$ cat src/hdl/svsm_pkg.sv
// shared types and constants of the servo ramp and pwm tick block
`default_nettype none

package svsm_pkg;

    localparam int CHANNELS     = 16;
    localparam int CH_BITS      = $clog2(CHANNELS);
    localparam int TICK_RANGE   = 4096;
    localparam int TICK_BITS    = $clog2(TICK_RANGE);
    localparam logic [TICK_BITS-1:0] TICK_MAX = TICK_BITS'(TICK_RANGE - 1);

    localparam logic [19:0] US_PER_SECOND = 20'd1000000;

    // quotient bits of the ramp interpolation divider: |diff*k| < 2**14
    localparam int DIV_BITS = 14;

    localparam logic [7:0] HOME_ANGLE_RESET = 8'd90;

    localparam int CFG_ADDR_BITS = 5;

    // register indexes, byte address is 4*index
    localparam logic [2:0] REG_ANGLE_LOW  = 3'd0;
    localparam logic [2:0] REG_ANGLE_HIGH = 3'd1;
    localparam logic [2:0] REG_PULSE_LOW  = 3'd2;
    localparam logic [2:0] REG_PULSE_HIGH = 3'd3;
    localparam logic [2:0] REG_PWM_RATE   = 3'd4;
    localparam logic [2:0] REG_RAMP_STEPS = 3'd5;
    localparam logic [2:0] REG_HOME_ANGLE = 3'd6;

    localparam logic ACT_WRITE = 1'b0;
    localparam logic ACT_RAMP  = 1'b1;

    typedef struct packed {
        logic               action;
        logic [CH_BITS-1:0] channel;
        logic [7:0]         angle;
    } cmd_t;

    typedef struct packed {
        logic [CH_BITS-1:0]   out_channel;
        logic [7:0]           out_angle;
        logic [TICK_BITS-1:0] off_ticks;
        logic                 last;
    } res_t;

endpackage

`default_nettype wire

$ cat src/hdl/servo_smooth_move_pwm_ticks_top.sv
// servo angle command to pwm off-tick converter with linear ramp
//
// cmd channel (cmd_valid/cmd_stall/cmd) takes one command beat: write an angle
// at once, or ramp from the stored angle of the channel to the target.
// res channel (res_valid/res_stall/res) gives one beat for an immediate write
// and ramp_steps+1 beats for a ramp, the final one with last set.
// a command passes through the angle read, for a ramp the multiply and the
// interpolation divider, then the clamp, span, numerator, scale and compare
// states and the tick divider (skipped when the pulse is zero or saturates);
// each later ramp result repeats these from the multiply on. one command is
// worked on at a time, and cmd_stall stays high from accept until its last
// result is in the output register.
// the per-channel angle store is a 16-entry memory with registered read;
// after reset every entry reads as the fixed home angle 90 until first written.
// a stalled result holds in the output register; the next result waits for
// it, while a new command is taken as soon as the last result is registered.
// configuration is an apb-style port, registers at byte address 4*index.
`default_nettype none

module servo_smooth_move_pwm_ticks_top (
    input  wire                                   clk,
    input  wire                                   rst_n,
    input  wire                                   cmd_valid,
    output logic                                  cmd_stall,
    input  svsm_pkg::cmd_t                        cmd,
    output logic                                  res_valid,
    input  wire                                   res_stall,
    output svsm_pkg::res_t                        res,
    input  wire                                   psel,
    input  wire                                   penable,
    input  wire                                   pwrite,
    input  wire [svsm_pkg::CFG_ADDR_BITS-1:0]     paddr,
    input  wire [31:0]                            pwdata,
    output logic [31:0]                           prdata,
    output logic                                  pready
);

    typedef enum logic [3:0] {
        S_IDLE,
        S_READ,
        S_MUL,
        S_DIV,
        S_CLAMP,
        S_SPAN,
        S_NUM,
        S_SCALE,
        S_CMP,
        S_TDIV,
        S_OUT
    } state_t;

    localparam int CB = svsm_pkg::CH_BITS;
    localparam int TB = svsm_pkg::TICK_BITS;

    // configuration registers
    logic [7:0]  angle_low_reg;
    logic [7:0]  angle_high_reg;
    logic [12:0] pulse_low_reg;
    logic [12:0] pulse_high_reg;
    logic [10:0] pwm_rate_reg;
    logic [5:0]  ramp_steps_reg;
    logic [7:0]  home_angle_reg;

    logic cfg_wr;
    assign cfg_wr = psel && penable && pwrite;
    assign pready = 1'b1;

    always_ff @(posedge clk or negedge rst_n)
    begin
        if (!rst_n)
        begin
            angle_low_reg  <= 8'd0;
            angle_high_reg <= 8'd180;
            pulse_low_reg  <= 13'd500;
            pulse_high_reg <= 13'd2500;
            pwm_rate_reg   <= 11'd50;
            ramp_steps_reg <= 6'd20;
            home_angle_reg <= 8'd90;
        end
        else if (cfg_wr)
        begin
            case (paddr[4:2])
                svsm_pkg::REG_ANGLE_LOW:  angle_low_reg  <= pwdata[7:0];
                svsm_pkg::REG_ANGLE_HIGH: angle_high_reg <= pwdata[7:0];
                svsm_pkg::REG_PULSE_LOW:  pulse_low_reg  <= pwdata[12:0];
                svsm_pkg::REG_PULSE_HIGH: pulse_high_reg <= pwdata[12:0];
                svsm_pkg::REG_PWM_RATE:   pwm_rate_reg   <= pwdata[10:0];
                svsm_pkg::REG_RAMP_STEPS: ramp_steps_reg <= pwdata[5:0];
                svsm_pkg::REG_HOME_ANGLE: home_angle_reg <= pwdata[7:0];
                default: ;
            endcase
        end
    end

    always_comb
    begin
        case (paddr[4:2])
            svsm_pkg::REG_ANGLE_LOW:  prdata = {24'd0, angle_low_reg};
            svsm_pkg::REG_ANGLE_HIGH: prdata = {24'd0, angle_high_reg};
            svsm_pkg::REG_PULSE_LOW:  prdata = {19'd0, pulse_low_reg};
            svsm_pkg::REG_PULSE_HIGH: prdata = {19'd0, pulse_high_reg};
            svsm_pkg::REG_PWM_RATE:   prdata = {21'd0, pwm_rate_reg};
            svsm_pkg::REG_RAMP_STEPS: prdata = {26'd0, ramp_steps_reg};
            svsm_pkg::REG_HOME_ANGLE: prdata = {24'd0, home_angle_reg};
            default:                  prdata = 32'd0;
        endcase
    end

    // angle store memory
    logic [7:0]    store_mem [svsm_pkg::CHANNELS];
    logic [7:0]    rd_data_reg;
    logic          mem_we;
    logic [CB-1:0] mem_waddr;
    logic [7:0]    mem_wdata;

    // written at the edge that loads the last result, read no earlier than
    // the next accept edge, so a following command always sees the new angle
    always_ff @(posedge clk)
    begin
        if (mem_we)
        begin
            store_mem[mem_waddr] <= mem_wdata;
        end
        rd_data_reg <= store_mem[cmd.channel];
    end

    // control and datapath registers
    state_t                     state_reg, state_next;
    svsm_pkg::cmd_t             cmd_reg, cmd_next;
    logic [svsm_pkg::CHANNELS-1:0] store_vld_reg, store_vld_next;
    logic [5:0]                 steps_reg, steps_next;
    logic                       ramp_reg, ramp_next;
    logic [5:0]                 k_reg, k_next;
    logic [7:0]                 start_reg, start_next;
    logic                       neg_reg, neg_next;
    logic [svsm_pkg::DIV_BITS-1:0] quo_reg, quo_next;
    logic [5:0]                 rem_q_reg, rem_q_next;
    logic [3:0]                 cnt_reg, cnt_next;
    logic [7:0]                 angle_reg, angle_next;
    logic signed [8:0]          span_reg, span_next;
    logic signed [22:0]         p1_reg, p1_next;
    logic signed [22:0]         p2_reg, p2_next;
    logic signed [23:0]         num_reg, num_next;
    logic [7:0]                 den_reg, den_next;
    logic                       pos_reg, pos_next;
    logic [33:0]                numrate_reg, numrate_next;
    logic [27:0]                dd_reg, dd_next;
    logic [27:0]                rem_t_reg, rem_t_next;
    logic [TB-1:0]              ticks_reg, ticks_next;
    logic                       res_valid_reg, res_valid_next;
    svsm_pkg::res_t             res_reg, res_next;

    // combinational temporaries
    logic                       is_ramp;
    logic signed [8:0]          diff;
    logic signed [7:0]          k_sig;
    logic signed [15:0]         prod;
    logic [15:0]                mag;
    logic [6:0]                 rsh;
    logic [6:0]                 rsh_sub;
    logic signed [15:0]         ofs;
    logic signed [15:0]         a_raw;
    logic signed [8:0]          span;
    logic signed [13:0]         pl_sig;
    logic signed [8:0]          adiff;
    logic signed [13:0]         pdiff;
    logic signed [23:0]         sum;
    logic signed [8:0]          span_neg;
    logic [28:0]                r2;
    logic [28:0]                r2_sub;
    logic                       last;

    always_comb
    begin
        state_next     = state_reg;
        cmd_next       = cmd_reg;
        store_vld_next = store_vld_reg;
        steps_next     = steps_reg;
        ramp_next      = ramp_reg;
        k_next         = k_reg;
        start_next     = start_reg;
        neg_next       = neg_reg;
        quo_next       = quo_reg;
        rem_q_next     = rem_q_reg;
        cnt_next       = cnt_reg;
        angle_next     = angle_reg;
        span_next      = span_reg;
        p1_next        = p1_reg;
        p2_next        = p2_reg;
        num_next       = num_reg;
        den_next       = den_reg;
        pos_next       = pos_reg;
        numrate_next   = numrate_reg;
        dd_next        = dd_reg;
        rem_t_next     = rem_t_reg;
        ticks_next     = ticks_reg;
        res_valid_next = res_valid_reg && res_stall;
        res_next       = res_reg;
        mem_we         = 1'b0;
        mem_waddr      = cmd_reg.channel;
        mem_wdata      = angle_reg;

        is_ramp  = 1'b0;
        diff     = '0;
        k_sig    = '0;
        prod     = '0;
        mag      = '0;
        rsh      = '0;
        rsh_sub  = '0;
        ofs      = '0;
        a_raw    = '0;
        span     = '0;
        pl_sig   = '0;
        adiff    = '0;
        pdiff    = '0;
        sum      = '0;
        span_neg = '0;
        r2       = '0;
        r2_sub   = '0;
        last     = 1'b0;

        case (state_reg)
            S_IDLE:
            begin
                if (cmd_valid)
                begin
                    cmd_next   = cmd;
                    steps_next = ramp_steps_reg;
                    state_next = S_READ;
                end
            end

            S_READ:
            begin
                start_next = store_vld_reg[cmd_reg.channel] ? rd_data_reg
                                                            : svsm_pkg::HOME_ANGLE_RESET;
                is_ramp    = (cmd_reg.action == svsm_pkg::ACT_RAMP) && (steps_reg != 6'd0);
                ramp_next  = is_ramp;
                k_next     = 6'd0;
                state_next = is_ramp ? S_MUL : S_CLAMP;
            end

            S_MUL:
            begin
                diff       = $signed({1'b0, cmd_reg.angle}) - $signed({1'b0, start_reg});
                k_sig      = $signed({2'b0, k_reg});
                prod       = 16'(diff) * 16'(k_sig);
                mag        = prod[15] ? 16'(-prod) : 16'(prod);
                neg_next   = prod[15];
                quo_next   = mag[svsm_pkg::DIV_BITS-1:0];
                rem_q_next = 6'd0;
                cnt_next   = 4'd0;
                state_next = S_DIV;
            end

            // restoring divide of |diff*k| by steps, one quotient bit a cycle
            S_DIV:
            begin
                rsh = {rem_q_reg, quo_reg[svsm_pkg::DIV_BITS-1]};
                if (rsh >= {1'b0, steps_reg})
                begin
                    rsh_sub    = rsh - {1'b0, steps_reg};
                    rem_q_next = rsh_sub[5:0];
                    quo_next   = {quo_reg[svsm_pkg::DIV_BITS-2:0], 1'b1};
                end
                else
                begin
                    rem_q_next = rsh[5:0];
                    quo_next   = {quo_reg[svsm_pkg::DIV_BITS-2:0], 1'b0};
                end
                if (cnt_reg == 4'(svsm_pkg::DIV_BITS - 1))
                begin
                    state_next = S_CLAMP;
                end
                else
                begin
                    cnt_next = cnt_reg + 4'd1;
                end
            end

            S_CLAMP:
            begin
                if (ramp_reg)
                begin
                    ofs   = neg_reg ? -$signed({2'b0, quo_reg}) : $signed({2'b0, quo_reg});
                    a_raw = $signed({8'b0, start_reg}) + ofs;
                end
                else
                begin
                    a_raw = $signed({8'b0, cmd_reg.angle});
                end
                // low limit is tested first, matters when the limits are inverted
                if (a_raw < $signed({8'b0, angle_low_reg}))
                begin
                    angle_next = angle_low_reg;
                end
                else if (a_raw > $signed({8'b0, angle_high_reg}))
                begin
                    angle_next = angle_high_reg;
                end
                else
                begin
                    angle_next = a_raw[7:0];
                end
                state_next = S_SPAN;
            end

            S_SPAN:
            begin
                span       = $signed({1'b0, angle_high_reg}) - $signed({1'b0, angle_low_reg});
                pl_sig     = $signed({1'b0, pulse_low_reg});
                adiff      = $signed({1'b0, angle_reg}) - $signed({1'b0, angle_low_reg});
                pdiff      = $signed({1'b0, pulse_high_reg}) - pl_sig;
                span_next  = span;
                p1_next    = 23'(pl_sig) * 23'(span);
                p2_next    = 23'(adiff) * 23'(pdiff);
                state_next = S_NUM;
            end

            S_NUM:
            begin
                sum = $signed({p1_reg[22], p1_reg}) + $signed({p2_reg[22], p2_reg});
                if (span_reg == 9'sd0)
                begin
                    num_next = $signed({11'b0, pulse_low_reg});
                    den_next = 8'd1;
                end
                else if (span_reg[8])
                begin
                    span_neg = -span_reg;
                    num_next = -sum;
                    den_next = span_neg[7:0];
                end
                else
                begin
                    num_next = sum;
                    den_next = span_reg[7:0];
                end
                state_next = S_SCALE;
            end

            S_SCALE:
            begin
                pos_next     = !num_reg[23] && (num_reg != 24'sd0);
                numrate_next = 34'(num_reg[22:0]) * 34'(pwm_rate_reg);
                dd_next      = 28'(den_reg) * 28'(svsm_pkg::US_PER_SECOND);
                state_next   = S_CMP;
            end

            // ticks = floor(numrate*TICK_RANGE/dd); saturates once numrate >= dd
            S_CMP:
            begin
                ticks_next = '0;
                cnt_next   = 4'd0;
                if (!pos_reg)
                begin
                    state_next = S_OUT;
                end
                else if (numrate_reg >= {6'b0, dd_reg})
                begin
                    ticks_next = svsm_pkg::TICK_MAX;
                    state_next = S_OUT;
                end
                else
                begin
                    rem_t_next = numrate_reg[27:0];
                    state_next = S_TDIV;
                end
            end

            S_TDIV:
            begin
                r2 = {rem_t_reg, 1'b0};
                if (r2 >= {1'b0, dd_reg})
                begin
                    r2_sub     = r2 - {1'b0, dd_reg};
                    rem_t_next = r2_sub[27:0];
                    ticks_next = {ticks_reg[TB-2:0], 1'b1};
                end
                else
                begin
                    rem_t_next = r2[27:0];
                    ticks_next = {ticks_reg[TB-2:0], 1'b0};
                end
                if (cnt_reg == 4'(TB - 1))
                begin
                    state_next = S_OUT;
                end
                else
                begin
                    cnt_next = cnt_reg + 4'd1;
                end
            end

            S_OUT:
            begin
                last = !ramp_reg || (k_reg == steps_reg);
                if (!res_valid_reg || !res_stall)
                begin
                    res_valid_next       = 1'b1;
                    res_next.out_channel = cmd_reg.channel;
                    res_next.out_angle   = angle_reg;
                    res_next.off_ticks   = ticks_reg;
                    res_next.last        = last;
                    if (last)
                    begin
                        mem_we                          = 1'b1;
                        store_vld_next[cmd_reg.channel] = 1'b1;
                        state_next                      = S_IDLE;
                    end
                    else
                    begin
                        k_next     = k_reg + 6'd1;
                        state_next = S_MUL;
                    end
                end
            end

            default:
            begin
                state_next = S_IDLE;
            end
        endcase
    end

    always_ff @(posedge clk or negedge rst_n)
    begin
        if (!rst_n)
        begin
            state_reg     <= S_IDLE;
            cmd_reg       <= '0;
            store_vld_reg <= '0;
            steps_reg     <= '0;
            ramp_reg      <= 1'b0;
            k_reg         <= '0;
            start_reg     <= '0;
            neg_reg       <= 1'b0;
            quo_reg       <= '0;
            rem_q_reg     <= '0;
            cnt_reg       <= '0;
            angle_reg     <= '0;
            span_reg      <= '0;
            p1_reg        <= '0;
            p2_reg        <= '0;
            num_reg       <= '0;
            den_reg       <= '0;
            pos_reg       <= 1'b0;
            numrate_reg   <= '0;
            dd_reg        <= '0;
            rem_t_reg     <= '0;
            ticks_reg     <= '0;
            res_valid_reg <= 1'b0;
            res_reg       <= '0;
        end
        else
        begin
            state_reg     <= state_next;
            cmd_reg       <= cmd_next;
            store_vld_reg <= store_vld_next;
            steps_reg     <= steps_next;
            ramp_reg      <= ramp_next;
            k_reg         <= k_next;
            start_reg     <= start_next;
            neg_reg       <= neg_next;
            quo_reg       <= quo_next;
            rem_q_reg     <= rem_q_next;
            cnt_reg       <= cnt_next;
            angle_reg     <= angle_next;
            span_reg      <= span_next;
            p1_reg        <= p1_next;
            p2_reg        <= p2_next;
            num_reg       <= num_next;
            den_reg       <= den_next;
            pos_reg       <= pos_next;
            numrate_reg   <= numrate_next;
            dd_reg        <= dd_next;
            rem_t_reg     <= rem_t_next;
            ticks_reg     <= ticks_next;
            res_valid_reg <= res_valid_next;
            res_reg       <= res_next;
        end
    end

    assign cmd_stall = (state_reg != S_IDLE);
    assign res_valid = res_valid_reg;
    assign res       = res_reg;

endmodule

`default_nettype wire

$ cat config.mk
export PLATFORM = sky130hd
export DESIGN_NAME = servo_smooth_move_pwm_ticks_top
export DESIGN_NICKNAME = d
export VERILOG_FILES = /design/src/hdl/svsm_pkg.sv /design/src/hdl/servo_smooth_move_pwm_ticks_top.sv
export SDC_FILE = /design/constraint.sdc
export NUM_CORES = 2
export LEC_CHECK = 0
export BUFFER_PORTS_ARGS = -buffer_cell sky130_fd_sc_hd__buf_2
export CORE_UTILIZATION = 40
export DETAILED_ROUTE_END_ITERATION = 16
export GPL_TIMING_DRIVEN = 0
export PLACE_DENSITY = 0.63
export SYNTH_ARGS = -nofsm -noshare
export SYNTH_HDL_FRONTEND = slang
export SYNTH_SLANG_ARGS = --single-unit
$ cat constraint.sdc
create_clock -name clk -period 14 [get_ports clk]
set_input_delay 0.7 -clock clk [delete_from_list [all_inputs] [get_ports clk]]
set_output_delay 0.7 -clock clk [all_outputs]
set_load 0.05 [all_outputs]
# ---- Yosys cells after proc, flatten, opt, wreduce, memory -nomap -nowiden
# Memory sizes are Yosys's and may differ from the RTL's. A register that Yosys moved wholly into a read port is not among the register bits.
# Cells that the tools add are included.
dict set report word_totals {
  regBits 364
  latchBits 0
  ram_bits 128
  romBits 0
  inputBits 57
  out_inout_bits 60
  word_cells 179
  n_memories 1
}
dict set report classes {
  n_addsub 14
  multipliers 5
  div 0
  n_lt_le_gt_ge 7
  eq_ne 28
  shifts 0
  muxes 50
  bitwise_logic 1
  n_reduce_logical 37
}
# memory words width read_ports rd_clocked_by_memory_dff wr line_no
set memory_table {}
lappend memory_table {store_mem 16 8 1 1 1 servo_smooth_move_pwm_ticks_top.sv:110} ;# logic [7:0] store_mem [svsm_pkg::CHANNELS];
# cell n
set op_table {}
lappend op_table {{13-bit one-hot mux with 7 select lines} 1}
lappend op_table {{28-bit two-way mux} 3}
lappend op_table {{28-bit one-hot mux with 2 select lines} 1}
lappend op_table {{16-bit two-way mux} 3}
lappend op_table {{24-bit two-way mux} 2}
lappend op_table {{4-bit one-hot mux with 11 select lines} 1}
lappend op_table {{8-bit two-way mux} 5}
lappend op_table {{34-bit by 28-bit greater-or-equal comparator with 1-bit output} 1}
lappend op_table {{23-bit by 11-bit multiplier with 34-bit output} 1}
lappend op_table {{29-bit by 28-bit greater-or-equal comparator with 1-bit output} 1}
lappend op_table {{14-bit one-hot mux with 2 select lines} 1}
lappend op_table {{28-bit subtractor} 1}
lappend op_table {{8-bit by 8-bit subtractor with 9-bit output} 3}
lappend op_table {{23-bit by 23-bit adder with 24-bit output} 1}
lappend op_table {{12-bit two-way mux} 2}
lappend op_table {{4-bit two-way mux} 6}
lappend op_table {{24-bit negator} 1}
lappend op_table {{12-bit one-hot mux with 2 select lines} 1}
lappend op_table {{6-bit one-hot mux with 2 select lines} 2}
lappend op_table {{24-bit nonzero test} 1}
lappend op_table {{14-bit by 9-bit multiplier with 23-bit output} 1}
lappend op_table {{9-bit by 14-bit multiplier with 23-bit output} 1}
lappend op_table {{8-bit by 14-bit multiplier with 22-bit output (second input constant)} 1}
lappend op_table {{4-bit equality test (second input constant)} 5}
lappend op_table {{other kinds (45)} 96}

# ---- Depth between registers and ports, before layout
dict set report logic_depth {
  depth_word 8
  ltp_mapped 34
  depth_no_buf 33
}

# ---- Worst setup path after synthesis
# OpenSTA, ideal clock, no wires.
dict set report synth_path {
  kind {reg2reg}
  from {register pulse_low_reg[2]}
  to {register p2_reg[22]}
  setup_ns 0.133
  arrival_time_ns 7.406
  required_ns 13.867
  slack_ns 6.460
  stages_incl_launch_ff 32
  n_path_buf 1
  period_less_slack_ns 7.540
  path_cell_list {dfstp_2 clkbuf_1 inv_1 ha_1 nor2b_1 o21ai_0 a21boi_0 o21ai_0 a21boi_1 o21ai_0 a21boi_1 o21ai_0 nor2b_1 xnor2_1 nand2b_1 fa_1 inv_1 fa_1 fa_1 inv_1 fa_1 inv_1 ha_1 ha_1 or2_2 o22ai_1 o211ai_1 o41ai_1 o211ai_1 a31oi_1 xnor2_1 o21ai_0}
}
dict set report synth_between {
  elab_chain_cells 2
}
# item line_no
set synth_lines {}
lappend synth_lines {{start, declared} servo_smooth_move_pwm_ticks_top.sv:58} ;# logic [12:0] pulse_low_reg;
lappend synth_lines {{start signal, assigned} servo_smooth_move_pwm_ticks_top.sv:85} ;# svsm_pkg::REG_PULSE_LOW: pulse_low_reg <= pwdata[12:0];
lappend synth_lines {{13-bit by 13-bit subtractor with 14-bit output} servo_smooth_move_pwm_ticks_top.sv:313} ;# pdiff = $signed({1'b0, pulse_high_reg}) - pl_sig;
lappend synth_lines {{9-bit by 14-bit multiplier with 23-bit output} servo_smooth_move_pwm_ticks_top.sv:316} ;# p2_next = 23'(adiff) * 23'(pdiff);
lappend synth_lines {{end signal, assigned} servo_smooth_move_pwm_ticks_top.sv:471} ;# p2_reg <= p2_next;
lappend synth_lines {{end, declared} servo_smooth_move_pwm_ticks_top.sv:142} ;# logic signed [22:0] p2_reg, p2_next;
# No other way between the ends.
# A chain may end at the register's enable or synchronous reset.

# ---- Final worst setup path
# Same ends and word-level chain as after synthesis.

==> implementation parameters <==
Parameter                              Value

Status
  Run status    complete, but fails checks
  Violations in the final reports    design-rule violations

Worst setup path
  Largest fanout of any net on the critical path    10
  Req. time, crit path    14.55 ns
  Cell with the largest stage delay on the worst path    sky130_fd_sc_hd__xnor2_1
  Source of the worst register-to-register timing path    pulse_low_reg[2]
  Critical Path Sink Type    flop
  Cell repeated most along the worst path    sky130_fd_sc_hd__o21ai_0
  CP arrival    10.36 ns
  FF-to-FF End    p2_reg[22]
  Worst Path Buf+Inv    5
  Family with the most delay on the worst path    compound AO/OA/AOI/OAI gates
  Slack of the worst reg-to-reg path    4.19 ns
  Category of the critical setup timing path    reg -> reg
  Worst-case reg-to-reg path depth    31
  Delay of the slowest cell on the worst path    0.80 ns
  Kind of start point of the critical path    flop

Layout
  Layout area overhead    9.59%
  Final Net Count    5821
  Largest register FFs    128
  Share of layout cells above drive strength 1    0.0860

Yosys
  Synthesis-stage register bit count    500
  Adder and majority gate portion of the synthesized area    0.299
  Cell count after synthesis    4766
  Count of flip-flops with a built-in enable after synthesis    128
  Yosys warning count    0
  XOR/XNOR Fraction of Synth Area    0.0429
  Post-synth design cell area    46300 µm²
  Synth Area per Inst    9.71 µm²
  Combinational family with the most area after synthesis    adder cells
  Fraction of synthesis flops using an asynchronous set or reset pin    0.728
  Number of unique standard cell types used by synthesis    97
  Dominant synthesized flop cell    sky130_fd_sc_hd__dfrtp_1
  Proportion of synthesized area in mux cells    0.0577
  Fraction of the mapped netlist area in simple logic gates    0.145
  Fraction of the yosys area taken by sequential cells    0.284
  Area fraction in compound gates after synthesis    0.104

Place
  Buffers added on ports    70
  GP Congestion    0.934
  Post-detailed-placement half-perimeter wirelength    99.6 mm

Timing
  Endpoints failing setup    0
  Count of pins over their slew limit    0
  Slew @ Worst Pin    1.33 ns
  Min Clock Period, post-route    9.81 ns
  RSZ-0062 raised after global routing    no
  Portion of the clock cycle consumed by the worst path in the final layout    0.701
  Number of hold-slack violations in the final timing report    0
  Max frequency    102 MHz
  Setup Total Neg Slack    0 ns
  Worst slew margin    0.107
  Worst clock skew    0.0789 ns

GRT
  Sum of overflow across all layers after global routing    0
  Global routing usage summed across all routing layers    0.213
  Via count of the first global-routing pass    33918
  First-pass GRT wire length    195 mm
  Antenna violations before repair    13
  Largest net degree at the start of global routing    89

Clock network
  Gates resized, CTS repair    0
  Maximum level of the CTS H-tree    2
  TritonCTS sink count    500
  Clock transition at the registers of the reported paths    0.07 ns
  Number of hold buffers added after CTS    1
  TritonCTS buffer count    56
  Clk root buf    sky130_fd_sc_hd__clkbuf_16
  CTS Buffer Depth    3
  Clock tree from TritonCTS    done
  Clock latency reported for the late side of the worst-skew pair    0.69 ns
  Buffers inserted by post-CTS timing repair    0

Hold path
  Endpoint, Worst Hold    pulse_low_reg[11]
  Hold Path Origin    pwdata[11]
  Path category of the worst min-delay check    in -> reg
  Worst Hold Path Cells    3

Floorplan
  Floorplan die area    117000 µm²
  Chip Height    342 µm
  Initial Utilization    0.404
  Core area    115000 µm²
  DIE WIDTH    342 µm
  IO Pins    117
  # rows    124

Detailed routing
  1st-pass router iterations    12
  DRT iter0 DRCs    2321
  Wire length per cell    19.2 µm
  Total length of routed wires    124 mm
  Average via count per standard cell    5.29
  Post-route DRC violation count    8
  Via count    34255
  Post-route ant nets    0

Job
  Max Cap Violations    0
-- layout by cell type, fill, tap and decap left out, drive strengths merged, types with 30 or more instances in the layout --
cell | synthesis | routed
nand2 | 637 | 637
inv | 590 | 591
fa | 435 | 435
ha | 410 | 410
dfrtp | 340 | 340
o21ai | 281 | 281
clkbuf | 174 | 256
nor2 | 239 | 239
and2 | 200 | 200
a21oi | 164 | 164
edfxtp | 128 | 128
xnor2 | 127 | 127
buf | 36 | 111
mux2 | 104 | 104
xor2 | 98 | 98
a21o | 65 | 65
nand2b | 59 | 59
nor3 | 59 | 59
nor2b | 48 | 48
mux4 | 47 | 47
mux2i | 44 | 44
nand3 | 42 | 42
o211ai | 30 | 30
-- synth_stat cells (all sizes together) (48+ instances only) --
cell type / number / area (µm²)
nor2b: 48 / 300
inv: 590 / 2210
edfxtp: 128 / 3840
xnor2: 127 / 1130
dfrtp: 340 / 8510
a21oi: 164 / 828
xor2: 98 / 858
clkbuf: 174 / 653
a21o: 65 / 488
ha: 410 / 5130
o21ai: 281 / 1410
and2: 200 / 1250
nand2: 637 / 2390
fa: 435 / 8710
nor3: 59 / 295
mux2: 104 / 1170
nor2: 239 / 897
nand2b: 59 / 369
-- worst register-to-register path, delay by kind of cell (launching register included) --
family | cells | cell delay [ns]
and+or+nand+nor | 4 | 0.78
AOI/OAI and AO/OA | 13 | 3.52
DFF | 1 | 0.60
adders and majority gates | 7 | 2.99
buffers and inverters | 5 | 0.75
xor gates and xnor gates | 2 | 1.03
-- layout make-up --
class / count / area, µm²
multi-input combinational: 3483 / 30100
clock inverter: 21 / 285
antenna: 1 / 2.50
buffer: 210 / 877
sequential: 500 / 13100
timing repair buffer: 77 / 493
clock buffer: 81 / 1690
fill: 11051 / 63800
tap: 1512 / 1890
inverter: 591 / 2220
-- through the flow --
stage           util  cells  hold slack, ns  cell area [µm²]  worst slack, ns
3_3_place_gp   0.424   6366           0.433            48600             4.46
4_1_cts        0.443   6474           0.222            50700             4.40
3_5_place_dp   0.425   6371           0.441            48700             4.46
6_report       0.443   6476           0.257            50700             4.19
5_1_grt        0.443   6476           0.258            50700             3.81
2_1_floorplan      -   4784           0.404            46300             6.46
-- how the worst max path moves through the flow --
| stage | to | cells after the start | slack (ns) | from |
|---|---|---|---|---|
| 6_report | p2_reg[22] | 31 | 4.19 | pulse_low_reg[2] |
| 5_1_grt | p2_reg[22] | 31 | 3.81 | pulse_low_reg[2] |
| 2_1_floorplan | p2_reg[22] | 31 | 6.46 | pulse_low_reg[2] |
| 3_5_place_dp | p2_reg[22] | 31 | 4.46 | pulse_low_reg[2] |
| 3_3_place_gp | p2_reg[22] | 31 | 4.46 | pulse_low_reg[2] |
| 4_1_cts | p2_reg[22] | 31 | 4.40 | pulse_low_reg[2] |
-- logic make-up after synthesis --
logic type | after synthesis
muxes | 195
AOI/OAI and AO/OA | 773
other | 2
DFF | 500
adders and majority gates | 845
xor gates and xnor gates | 225
and+or+nand+nor | 1425
buffers and inverters | 801
-- per-layer routing --
metal	GRT usage	share of wire	vias up
li1	-	-	16081
met1	0.304	0.46	17098
met2	0.333	0.45	850
met3	0.0311	0.057	206
met4	0.0639	0.030	20
met5	0	0.0010	-
Power is not shown: default switching activity piles up to over one toggle a cycle in this logic, so the estimate is an artifact.
